## src/hw/rtl/dsre_pkg.sv

```systemverilog
// shared constants and types of the delta-stepping relax engine
package dsre_pkg;

   localparam int VERTICES = 1024;
   localparam int VTX_W    = $clog2(VERTICES);
   localparam int PAR_W    = $clog2(VERTICES + 1);
   localparam int DIST_W   = 31;
   localparam int BKT_W    = 31;
   localparam int DELTA_W  = 16;
   localparam int WGT_W    = 16;
   localparam int PEND_W   = 11;
   localparam int OP_W     = 2;

   localparam logic [DIST_W-1:0] INF_DIST  = '1;
   localparam logic [BKT_W-1:0]  EMPTY_BKT = '1;
   localparam logic [PAR_W-1:0]  NO_PARENT = PAR_W'(VERTICES);
   localparam logic [PEND_W-1:0] PEND_MAX  = '1;

   typedef enum logic [OP_W-1:0] {
      OP_RELAX = 2'd0,
      OP_POP   = 2'd1,
      OP_SEED  = 2'd2
   } op_type;

   typedef struct packed {
      logic [DIST_W-1:0] path_len;
      logic [PAR_W-1:0]  parent;
      logic [BKT_W-1:0]  bucket;
   } entry_type;

   localparam entry_type ENTRY_RESET =
      '{path_len: INF_DIST, parent: NO_PARENT, bucket: EMPTY_BKT};

endpackage

```

## src/hw/rtl/dsre_div.sv

```systemverilog
// radix-2 restoring divider for the bucket index, one quotient bit per cycle
module dsre_div (
   input  logic                           clock,
   input  logic                           reset,
   input  logic                           start,
   input  logic [dsre_pkg::DIST_W-1:0]    dividend,
   input  logic [dsre_pkg::DELTA_W-1:0]   divisor,
   output logic                           done,
   output logic [dsre_pkg::BKT_W-1:0]     quotient
);

   localparam int CNT_W = $clog2(dsre_pkg::DIST_W);

   logic                            run_ff,  run_in;
   logic                            done_ff, done_in;
   logic [CNT_W-1:0]                cnt_ff,  cnt_in;
   logic [dsre_pkg::DELTA_W-1:0]    rem_ff,  rem_in;
   logic [dsre_pkg::DIST_W-1:0]     quo_ff,  quo_in;
   logic [dsre_pkg::DELTA_W-1:0]    dvs_ff,  dvs_in;
   logic [dsre_pkg::DELTA_W:0]      trial;
   logic                            ge;

   // one trial subtraction per cycle
   assign trial = {rem_ff, quo_ff[dsre_pkg::DIST_W-1]};
   assign ge    = (trial >= {1'b0, dvs_ff});

   always_comb begin
      run_in  = run_ff;
      done_in = 1'b0;
      cnt_in  = cnt_ff;
      rem_in  = rem_ff;
      quo_in  = quo_ff;
      dvs_in  = dvs_ff;
      if (start) begin
         run_in = 1'b1;
         cnt_in = '0;
         rem_in = '0;
         quo_in = dividend;
         dvs_in = divisor;
      end else if (run_ff) begin
         rem_in = ge ? dsre_pkg::DELTA_W'(trial - {1'b0, dvs_ff})
                     : dsre_pkg::DELTA_W'(trial);
         quo_in = {quo_ff[dsre_pkg::DIST_W-2:0], ge};
         cnt_in = cnt_ff + CNT_W'(1);
         if (cnt_ff == CNT_W'(dsre_pkg::DIST_W - 1)) begin
            run_in  = 1'b0;
            done_in = 1'b1;
         end
      end
   end

   // control state
   always_ff @(posedge clock) begin
      if (reset) begin
         run_ff  <= 1'b0;
         done_ff <= 1'b0;
      end else begin
         run_ff  <= run_in;
         done_ff <= done_in;
      end
   end

   // datapath
   always_ff @(posedge clock) begin
      cnt_ff <= cnt_in;
      rem_ff <= rem_in;
      quo_ff <= quo_in;
      dvs_ff <= dvs_in;
   end

   assign done     = done_ff;
   assign quotient = quo_ff;

endmodule

```

## config.mk

```make
export PLATFORM = sky130hd
export DESIGN_NAME = dsre_div
export DESIGN_NICKNAME = d
export VERILOG_FILES = /design/src/hw/rtl/dsre_pkg.sv /design/src/hw/rtl/dsre_div.sv
export SDC_FILE = /design/constraint.sdc
export NUM_CORES = 1
export LEC_CHECK = 0
export ABC_AREA = 1
export BUFFER_PORTS_ARGS = -buffer_cell sky130_fd_sc_hd__buf_2
export CORE_MARGIN = 2
export CORE_UTILIZATION = 36
export DETAILED_ROUTE_END_ITERATION = 8
export PLACE_DENSITY = 0.57
export SYNTH_ARGS = -nofsm -noshare
export SYNTH_HDL_FRONTEND = slang
export SYNTH_SLANG_ARGS = --single-unit
```

## constraint.sdc

```tcl
create_clock -name clock -period 2.6 [get_ports clock]
set_input_delay 0.39 -clock clock [delete_from_list [all_inputs] [get_ports clock]]
set_output_delay 0.39 -clock clock [all_outputs]
set_load 0.1 [all_outputs]
```

[Yosys cells after proc, flatten, opt, wreduce, memory -nomap -nowiden]
Cells that the tools add are included.
W data, S select, Z words.
Storage, ports and cells
  register bits after elaboration: 70
  input port bits: 50
  output and inout bits: 32
Cells by class
  $add $sub $neg: 2
  magnitude comparators: 1
  equality and inequality tests: 1
  multiplexer cells: 7
  bitwise gates (word level): 1
  reduce and logical (&&, ||, !) cells: 2
Operators by type and width (number)
  $mux W31: 2
  $ge A17 B16 Y1: 1
  $mux W16: 1
  $sub A16 B16 Y16: 1
  $add A5 B1 Y5 const B: 1
  $eq A5 B5 Y1 const B: 1
  $mux W1: 4
  $reduce_or A3 Y1: 1
  $reduce_bool A2 Y1: 1
  $not A1 Y1: 1

[Logic depth before layout (Yosys ltp)]
Gate-level depths: netlist of run 1.
  word-level depth: 4
  mapped depth: 14
  gate-level depth less buffers: 14

[Least setup slack after synthesis of run 1]
Ideal clock, no wire load.
  path type: flip-flop to flip-flop
  from: register quo_ff (netlist bit quotient[30])
  to: register rem_ff[14] (netlist name)
  setup time: 0.112 ns
  data arrival time: 2.409 ns
  slack: 0.079 ns
  stages on the path, launching flop included: 12
  path buffers: 0
  clock period less this slack: 2.521 ns
  cells stage by stage: edfxtp_1 inv_1 ha_1 fa_1 nor2_1 nor2_1 o21ai_1 nand2_1 nand3_1 nand3_2 nand2_1 nand2_1
On the way
  word-level cells in the longest chain between the ends: 2
Ends and longest elaborated chain
  start: declaration: RTL line dsre_div.sv:18  | logic [dsre_pkg::DIST_W-1:0] quo_ff, quo_in;
  start signal: assignment: RTL line dsre_div.sv:67  | quo_ff <= quo_in;
  $sub A16 B16 Y16 / $ge A17 B16 Y1 (equally long branches): RTL line dsre_div.sv:41, dsre_div.sv:25
  $mux W16 (*): RTL line dsre_div.sv:41  | rem_in = ge ? dsre_pkg::DELTA_W'(trial - {1'b0, dvs_ff})
  end signal: assignment: RTL line dsre_div.sv:66  | rem_ff <= rem_in;
  end: declaration: RTL line dsre_div.sv:17  | logic [dsre_pkg::DELTA_W-1:0] rem_ff, rem_in;
Every way passes the cells marked *; elsewhere a longest branch is shown, timed or not.
A chain may end at the register's enable or synchronous reset.

[Final worst setup path of run 1]
  from: register dvs_ff[14] (netlist name)
  to: register rem_ff[1] (netlist name)
On the way
  word-level cells in the longest chain between the ends: 2
Ends and longest elaborated chain
  start: declaration: RTL line dsre_div.sv:19  | logic [dsre_pkg::DELTA_W-1:0] dvs_ff, dvs_in;
  start signal: assignment: RTL line dsre_div.sv:68  | dvs_ff <= dvs_in;
  $ge A17 B16 Y1: RTL line dsre_div.sv:25  | assign ge = (trial >= {1'b0, dvs_ff});
  $mux W16: RTL line dsre_div.sv:41
No other way between the ends.

==> impl_metrics.json, run 1 <==
{
  "status": "finished, final reports clean",
  "r2r_setup_slack_ns": 0.34,
  "antenna_found_initial": 0,
  "nets": 660,
  "path_class": "flop to flop",
  "peakVddDrop_mv": 0.421,
  "fin_skew_ns": 0.00801,
  "hp-class": "input pin to flop",
  "cts.clk_slew.worst_paths_ns": 0.08,
  "synth_edf_count": 47,
  "vias": 3416,
  "endpoint_kind": "flop",
  "die_area_mm2": 0.0118,
  "cp-startpoint": "dvs_ff[14]",
  "cts_sinks": 70,
  "grt_max_degree": 40,
  "gr-total-overflow": 0,
  "hold_buffers": 0,
  "synth_top_family_by_area": "simple AND/OR/NAND/NOR gates",
  "p_leak_nw": 2.47,
  "critical_path_required_ns": 2.86,
  "seq_area_frac_synth_pct": 47.7,
  "hold_viol": 0,
  "period_share_pct": 87.1,
  "rsz0062_at_grt": "false",
  "grt_first_pass_wirelength_um": 15500,
  "relSlewSlack_pct": 47.1,
  "synth-compound-area-share_pct": 3.95,
  "synth.area.mux_share_pct": 0,
  "synthArstFlopShare_pct": 0,
  "setup_ws_ns": 0.336,
  "routedLengthMet1_um": 4440,
  "fp.coreArea_mm2": 0.0107,
  "synth.net_count": 577,
  "period_minus_slack_ns": 2.26,
  "wl_um": 9270,
  "fin_cells": 736,
  "n_fill_cell": 1117,
  "synth_xor_area_share_pct": 1.34,
  "clk_latency_ns": 0.35,
  "drc": 0,
  "drt_iter0_drc": 223,
  "dp_slack_ns": 0.342,
  "ant_nets": 0,
  "area_delta_synth_final_pct": 19.7,
  "max_freq_mhz": 442,
  "fin_setup_tns_ns": 0,
  "globalRouteTotalUtil_pct": 17.0,
  "dp.cells": 720,
  "num_rows": 38,
  "synth.cell_area_mm2": 0.00393,
  "maxCapViolCount": 0,
  "io_buffers": 81,
  "wl_met3_um": 620,
  "ys.flop_type": "edfxtp_1",
  "cp-endpoint": "rem_ff[1]",
  "synth_cells": 508,
  "design_area_mm2": 0.00470,
  "slew_violations": 0,
  "cp.arrival_ns": 2.52,
  "initial_core_util_pct": 36.5,
  "reg2reg_to": "rem_ff[1]",
  "post_dp_cell_area_mm2": 0.00448,
  "p_per_area_mw_per_mm2": 638,
  "cts_buffers": 9,
  "die_h_um": 108,
  "yosysTopAreaCell": "edfxtp_1",
  "cts_root_buf": "clkbuf_8",
  "ys_types": 30,
  "synth_top_area_share_pct": 35.9,
  "synth_adder_area_share_pct": 6.25,
  "place.gp.congestion": 0.841,
  "yosysMostFrequentCell": "nand2_1",
  "crit_path_max_fanout": 18,
  "drt_pass1_iterations": 5,
  "post_cts_resized": 0,
  "die_w_um": 108,
  "cts_max_path_buffers": 2,
  "postCtsSetupBuffers": 0,
  "pin_count": 82,
  "post_drt_wl_per_cell_um": 12.6,
  "ys_warn_count": 0,
  "tightest_slew_ns": 0.791,
  "ctsHtreeMaxLevel": 3,
  "dp_hpwl_um": 6950,
  "diodes": 0,
  "finalSetupViolCount": 0,
  "grt_pass1_vias": 3342,
  "layout-drive-gt1-share_pct": 18.8,
  "synthSimpleGateAreaFrac_pct": 32.2,
  "ys_ff_latch": 70,
  "dr_wl_met2_um": 4010,
  "cp-start-kind": "flop",
  "avgViaCountPerCell": 4.64,
  "rr_startpoint": "dvs_ff[14]",
  "reg2reg_depth": 10,
  "yosys-top-cells-area": "edfxtp_1, nand2_1, dfxtp_1",
  "cts_tree": "done",
  "netlist_top_cells_count": "nand2_1, inv_1, edfxtp_1, nand3_1, dfxtp_1",
  "synth.avg_cell_area_um2": 7.73,
  "top_layer": "met4"
}
## kinds of logic (layout without fill, tap and decap cells)
family	after synthesis	count (layout)
xor gates and xnor gates	6	6
buffers and inverters	86	174
AOI/OAI and AO/OA	28	28
and+or+nand+nor	299	299
DFF	70	70
adders and majority gates	19	19
## worst min path at each step
stage,to,start,cells past startpoint
6_report,dvs_ff[13],divisor[13],1
5_1_grt,dvs_ff[10],divisor[10],1
4_1_cts,run_ff,reset,2
3_5_place_dp,cnt_ff[4],cnt_ff[4],1
3_3_place_gp,cnt_ff[4],cnt_ff[4],1
2_1_floorplan,cnt_ff[4],cnt_ff[4],1
## worst max-delay path: stages, from the launching register on
cell      delay [ns]
edfxtp_1        0.33
inv_1           0.05
ha_1            0.36
a21oi_1         0.26
o21a_1          0.16
nand2_1         0.09
nor2_4          0.40
nand2_4         0.23
nand2_1         0.11
nand3_1         0.06
o21ai_0         0.12
## routing by layer
layer	global-route usage [%]	up-vias
li1	-	1773
met1	22.7	1535
met2	25.2	97
met3	5.49	11
met4	7.60	0
met5	0	-
## cell usage in the layout (no fill, tap or decap), types with 2 or more instances in the layout
cell type / netlist / final
a21oi_1: 11 / 11
a31oi_1: 2 / 2
buf_2: 1 / 81
buf_4: 2 / 2
bufinv_16: 0 / 2
clkbuf_8: 0 / 9
clkinv_2: 0 / 2
dfxtp_1: 23 / 23
edfxtp_1: 47 / 47
ha_1: 18 / 18
inv_1: 72 / 72
inv_2: 2 / 2
inv_6: 0 / 2
nand2_1: 215 / 215
nand2_4: 2 / 2
nand3_1: 37 / 37
nand3_2: 3 / 3
nand3b_1: 7 / 7
nand4_1: 5 / 5
nor2_1: 20 / 20
nor2_2: 2 / 2
nor3_1: 7 / 7
o21ai_0: 10 / 10
xnor2_1: 4 / 4
xor2_1: 2 / 2
## final cells by class
cell class                 instances  area, um^2  area share [%]
clock inverter                     7        96.3            2.05
clock buffer                       9         124            2.64
multi-input combinational        352        1720            36.5
timing repair buffer              84         440            9.37
sequential                        70        1870            39.8
inverter                          74         278            5.91
tap                              140         175            3.73
## power by group
group / switching, mW / leakage (nW) / total (mW) / internal (mW)
clock network: 0.428 / 0.114 / 0.973 / 0.545
logic: 0.566 / 1.70 / 0.707 / 0.141
registers: 0.0398 / 0.661 / 1.32 / 1.28
## state kept, by name, indices dropped and copies added (netlist names)
signal / cells
done: 1
dvs_ff: 16
quotient: 31
cnt_ff: 5
rem_ff: 16
run_ff: 1
## metrics by stage
step	hold WS, ns	total power [mW]	utilization, %
6_report	0.213	3.00	43.7
4_1_cts	0.190	3.03	43.7
3_3_place_gp	0.447	2.05	41.7
3_5_place_dp	0.447	2.05	41.7
2_1_floorplan	0.422	1.89	-
5_1_grt	0.192	3.13	43.7
Note: power is estimated with default switching activity, not from simulation.
==> run 2, diff against run 1 <==
BUFFER_PORTS_ARGS = not set   (was -buffer_cell sky130_fd_sc_hd__buf_2)
DONT_BUFFER_PORTS = 1   (was not set)
PLACE_DENSITY = 0.51   (was 0.57)
==> run 2 against run 1 <==
Compared with the run above:
- total power fell by 10%
- via count decreased by 10%
- cell area decreased by 9.7%
- first-iteration DRC count down 44%
- sequential power rose by 27%
- setup slack better by 0.16 ns
- clock skew grew 0.0017 ns
- global-route usage decreased by 0.44 points
==> impl_metrics.json, run 2 (same netlist as run 1, synthesis figures left out) <==
{
  "status": "finished, final reports clean",
  "top_layer": "met4",
  "seqPwrFrac_pct": 62.4,
  "period_share_pct": 80.8,
  "mostFrequentLayoutCell": "nand2_1",
  "reg2reg_depth": 11,
  "largest_reg_flops": 31,
  "diodes": 0,
  "maxCapViolCount": 0,
  "cts_buffers": 9,
  "routedLengthMet1_um": 4270,
  "ctsHtreeMaxLevel": 3,
  "endpoint_kind": "flop",
  "gr-total-overflow": 0,
  "p_leak_nw": 2.12,
  "period_minus_slack_ns": 2.10,
  "pin_count": 82,
  "switching_share_pct": 36.6,
  "die_w_um": 108,
  "slew_violations": 0,
  "peakVddDrop_mv": 0.463,
  "fp.coreArea_mm2": 0.0107,
  "holdWs_ns": 0.105,
  "cts_tree": "done",
  "cp.arrival_ns": 2.34,
  "nets": 581,
  "wl_met3_um": 645,
  "place.gp.congestion": 0.882,
  "hp-class": "input pin to flop",
  "drc": 0,
  "n_fill_cell": 1170,
  "critical_path_required_ns": 2.84,
  "p_per_area_mw_per_mm2": 636,
  "cts_max_path_buffers": 2,
  "final_cell_mix": "nand2_1, inv_1, edfxtp_1, nand3_1, dfxtp_1",
  "antenna_found_initial": 0,
  "max_freq_mhz": 476,
  "drt_iter0_drc": 125,
  "relSlewSlack_pct": 34.5,
  "initial_core_util_pct": 36.5,
  "wl_um": 9070,
  "layout-drive-gt1-share_pct": 6.00,
  "vias": 3074,
  "dr_wl_met2_um": 4030,
  "cp-start-kind": "flop",
  "cts.clk_slew.worst_paths_ns": 0.08,
  "post_drt_wl_per_cell_um": 13.8,
  "hold_viol": 0,
  "globalRouteTotalUtil_pct": 16.6,
  "power_mw": 2.70,
  "p_int_mw": 1.71,
  "die_area_mm2": 0.0118,
  "dp_hpwl_um": 6540,
  "rsz0062_at_grt": "false",
  "fin_skew_ns": 0.00970,
  "cts_root_buf": "clkbuf_8",
  "num_rows": 38,
  "crit_path_max_fanout": 4,
  "clkPwrFrac_pct": 28.2,
  "switchingPower_mw": 0.988,
  "postCtsSetupBuffers": 0,
  "path_class": "flop to flop",
  "hold_buffers": 0,
  "drt_pass1_iterations": 4,
  "grt_pass1_vias": 3023,
  "post_cts_resized": 0,
  "finalSetupViolCount": 0,
  "grt_first_pass_wirelength_um": 14800,
  "grt_max_degree": 50,
  "combPwrFrac_pct": 9.5,
  "avgViaCountPerCell": 4.68,
  "cts_sinks": 70,
  "r2r_setup_slack_ns": 0.50,
  "area_delta_synth_final_pct": 8.09,
  "tightest_slew_ns": 0.982,
  "io_buffers": 0,
  "clk_latency_ns": 0.35,
  "ant_nets": 0,
  "whs_path_depth": 1,
  "die_h_um": 108,
  "fin_setup_tns_ns": 0
}
run 2: cell types whose count changed in the layout (fill, tap and decap cells not counted), sizes merged:
| cell | previous run | this run |
|---|---|---|
| buf | 84 | 5 |
| bufinv | 2 | 0 |
| clkinv | 3 | 5 |
| inv | 76 | 74 |
| clkbuf | 9 | 10 |
| clkinvlp | 0 | 1 |
run 2: layout make-up:
| cell class | count | area (um^2) | share of cell area [%] |
|---|---|---|---|
| Clock buffer | 10 | 128 | 3.01 |
| Clock inverter | 6 | 38.8 | 0.914 |
| Inverter | 74 | 278 | 6.54 |
| Multi-Input combinational cell | 352 | 1720 | 40.4 |
| Sequential cell | 70 | 1870 | 44.1 |
| Tap cell | 140 | 175 | 4.13 |
| Timing Repair Buffer | 5 | 37.5 | 0.884 |
run 2: power by group through the flow:
stage | sequential (mW) | combinational (mW) | clock (mW)
finish | 1.68 | 0.256 | 0.760
global route | 1.69 | 0.294 | 0.839
CTS | 1.68 | 0.260 | 0.804
detailed placement | 1.71 | 0.259 | 0
global placement | 1.71 | 0.256 | 0
floorplan | 1.70 | 0.192 | 0
run 2: critical path, stage by stage, from the launching register on:
cell      delay, ns
edfxtp_1       0.36
inv_1          0.08
ha_1           0.23
fa_1           0.45
nor2_1         0.13
nor2_1         0.09
o21ai_1        0.22
nand2_1        0.14
nand3_1        0.12
nand3_2        0.07
nand2_1        0.07
nand2_1        0.04
run 2: layer usage:
layer  vias to the layer above  global-route usage [%]
met3                        10                    6.99
met5                         -                       0
met2                        80                    25.9
met4                         0                    5.77
li1                       1621                       -
met1                      1363                    20.6
run 2: final timing paths:
kind / from / to
max reg2reg: quotient[30] / rem_ff[14]
max: quotient[30] / rem_ff[14]
min reg2reg: cnt_ff[4] / cnt_ff[4]
min: reset / run_ff
run 2: stage by stage:
stage	cells	setup slack, ns	utilization [%]	instance area [um^2]
3_3_place_gp	641	0.512	37.9	4080
3_5_place_dp	641	0.506	37.9	4080
5_1_grt	657	0.268	39.5	4240
6_report	657	0.500	39.5	4240
2_1_floorplan	508	0.0793	-	3930
4_1_cts	657	0.486	39.5	4240
==> run 3, diff against run 2 <==
PLACE_DENSITY = 0.53   (was 0.51)
clock period = 1.9 ns   (was 2.6 ns; I/O delays follow)
==> run 3 against run 2 <==
Compared with the run above:
- first-iteration DRC count grew 64%
- cell area grew 17%
- sequential power grew 17%
- total power grew 49%
- die area is the same
- worst hold slack lost 0.083 ns
- register-to-register slack lost 0.45 ns
- non-clock buffer count grew 44
- global-route usage grew 1.2 points
- core utilization grew 6.6 points
- clock-buffer cell count grew 1
==> impl_metrics.json, run 3 (same netlist as run 1, synthesis figures left out) <==
{
  "drc": 0,
  "rsz0062_at_grt": "true",
  "nets": 625,
  "cts_buffers": 9,
  "cp_cell_sequence": "inv_2, ha_4, a21oi_4, o21a_1, nand2_2, nor2_4, buf_6, a31oi_2",
  "ant_nets": 0,
  "cp.arrival_ns": 1.95,
  "grt_max_degree": 50,
  "post_drt_wl_per_cell_um": 14.1,
  "cts.clk_slew.worst_paths_ns": 0.07,
  "place.gp.congestion": 0.911,
  "mostFrequentLayoutCell": "nand2_1",
  "dp_hpwl_um": 7120,
  "drt_pass1_iterations": 4,
  "slew_violations": 0,
  "period_share_pct": 97.6,
  "vias": 3323,
  "cpPeakStageDelay_ns": 0.38,
  "fp.coreArea_mm2": 0.0107,
  "p_leak_nw": 2.36,
  "cts_root_buf": "clkbuf_8",
  "path_class": "flop to flop",
  "cp-start-kind": "flop",
  "crit_path_max_fanout": 8,
  "layout-drive-gt1-share_pct": 22.3,
  "cts_max_path_buffers": 2,
  "tightest_slew_ns": 0.941,
  "setup_ws_ns": 0.0464,
  "critical_path_required_ns": 2.00,
  "num_rows": 38,
  "period_minus_slack_ns": 1.85,
  "finalSetupViolCount": 0,
  "p_per_area_mw_per_mm2": 812,
  "largest_reg_flops": 31,
  "wl_um": 9930,
  "hp-class": "input pin to flop",
  "relSlewSlack_pct": 37.2,
  "maxCapViolCount": 0,
  "cts_tree": "done",
  "initial_core_util_pct": 36.5,
  "die_h_um": 108,
  "antenna_found_initial": 1,
  "ctsHtreeMaxLevel": 3,
  "slowest_stage": "edfxtp_1",
  "holdWs_ns": 0.0214,
  "drt_iter0_drc": 205,
  "pin_count": 82,
  "max_freq_mhz": 539,
  "final_cell_mix": "nand2_1, inv_1, edfxtp_1, buf_4, nand3_1",
  "fin_skew_ns": 0.0108,
  "peakVddDrop_mv": 0.590,
  "dp_slack_ns": -0.0588,
  "globalRouteTotalUtil_pct": 17.8,
  "cts_sinks": 70,
  "status": "finished, final reports clean",
  "grt_first_pass_wirelength_um": 16000,
  "die_w_um": 108,
  "die_area_mm2": 0.0118,
  "gr-total-overflow": 0,
  "grt_pass1_vias": 3388,
  "io_buffers": 0,
  "clk_latency_ns": 0.36,
  "area_delta_synth_final_pct": 26.2,
  "avgViaCountPerCell": 4.73,
  "endpoint_kind": "flop",
  "hold_viol": 0
}
## run 3: cell count changes in the layout (fill, tap and decap cells not counted), moves of 6 or more
cell	before	now
inv_2	2	12
o21ai_0	10	3
buf_4	5	36
ha_1	18	5
o21ai_1	1	7
nand2_1	215	195
nand2_2	0	17
dlygate4sd3_1	0	7
inv_1	72	62
ha_4	0	13
## run 3: area by class of cell
type / instances / area [um^2]
sequential: 70 / 1870
tap: 140 / 175
timing repair buffer: 49 / 402
fill: 1097 / 5790
inverter: 74 / 278
antenna: 1 / 2.50
clock inverter: 5 / 51.3
multi-input combinational: 352 / 2040
clock buffer: 11 / 131
## run 3: repair_timing
| action | in CTS | in global routing |
|---|---|---|
| gates cloned | 0 | 2 |
| buffers inserted | 0 | 3 |
| endpoints found under the setup margin | 17 | 17 |
| resized for setup | 3 | 73 |
| endpoints found under the hold margin | 8 | 0 |
| pin swaps | 0 | 19 |
| hold buffers | 7 | 0 |
## run 3: through the flow
| stage | utilization, % | TNS [ns] | cell area [um^2] | cells | power (mW) |
|---|---|---|---|---|---|
| detailed placement | 40.4 | -0.371 | 4340 | 673 | 2.79 |
| finish | 46.1 | 0 | 4950 | 702 | 4.02 |
| global placement | 40.4 | -0.0137 | 4340 | 673 | 2.79 |
| CTS | 42.9 | 0 | 4610 | 696 | 3.98 |
| global route | 46.1 | -0.630 | 4950 | 702 | 4.20 |
| floorplan | - | -5.11 | 3950 | 508 | 2.60 |
## run 3: path summary, 6_finish.rpt
path	start	to	slack [ns]	cells past startpoint
setup reg to reg	dvs_ff[14]	quotient[0]	0.05	8
setup / recovery	dvs_ff[14]	quotient[0]	0.05	8
hold reg to reg	cnt_ff[4]	cnt_ff[4]	0.47	1
hold / removal	divisor[5]	dvs_ff[5]	0.02	0
## run 3: report_power, final
group          internal, mW  total [mW]  switching (mW)
Clock                 0.598        1.16           0.563
Combinational         0.253       0.901           0.648
Sequential             1.75        1.96           0.209
Total                  2.60        4.02            1.42
## run 3: worst max-delay path: cells and delay by family (launching register included)
family	cells	cell delay, ns
compound gates	3	0.42
fa+ha+maj	1	0.22
flops	1	0.38
simple gates	2	0.33
buf+inv	2	0.25
## run 3: per-layer routing
metal / routed length (um) / vias to the layer above / share of wire [%] / GRT usage [%]
li1: - / 1708 / - / -
met1: 4490 / 1499 / 45 / 21.7
met2: 4490 / 98 / 45 / 27.9
met3: 756 / 18 / 7.6 / 6.03
met4: 195 / 0 / 2.0 / 9.16
met5: 0 / - / 0 / 0
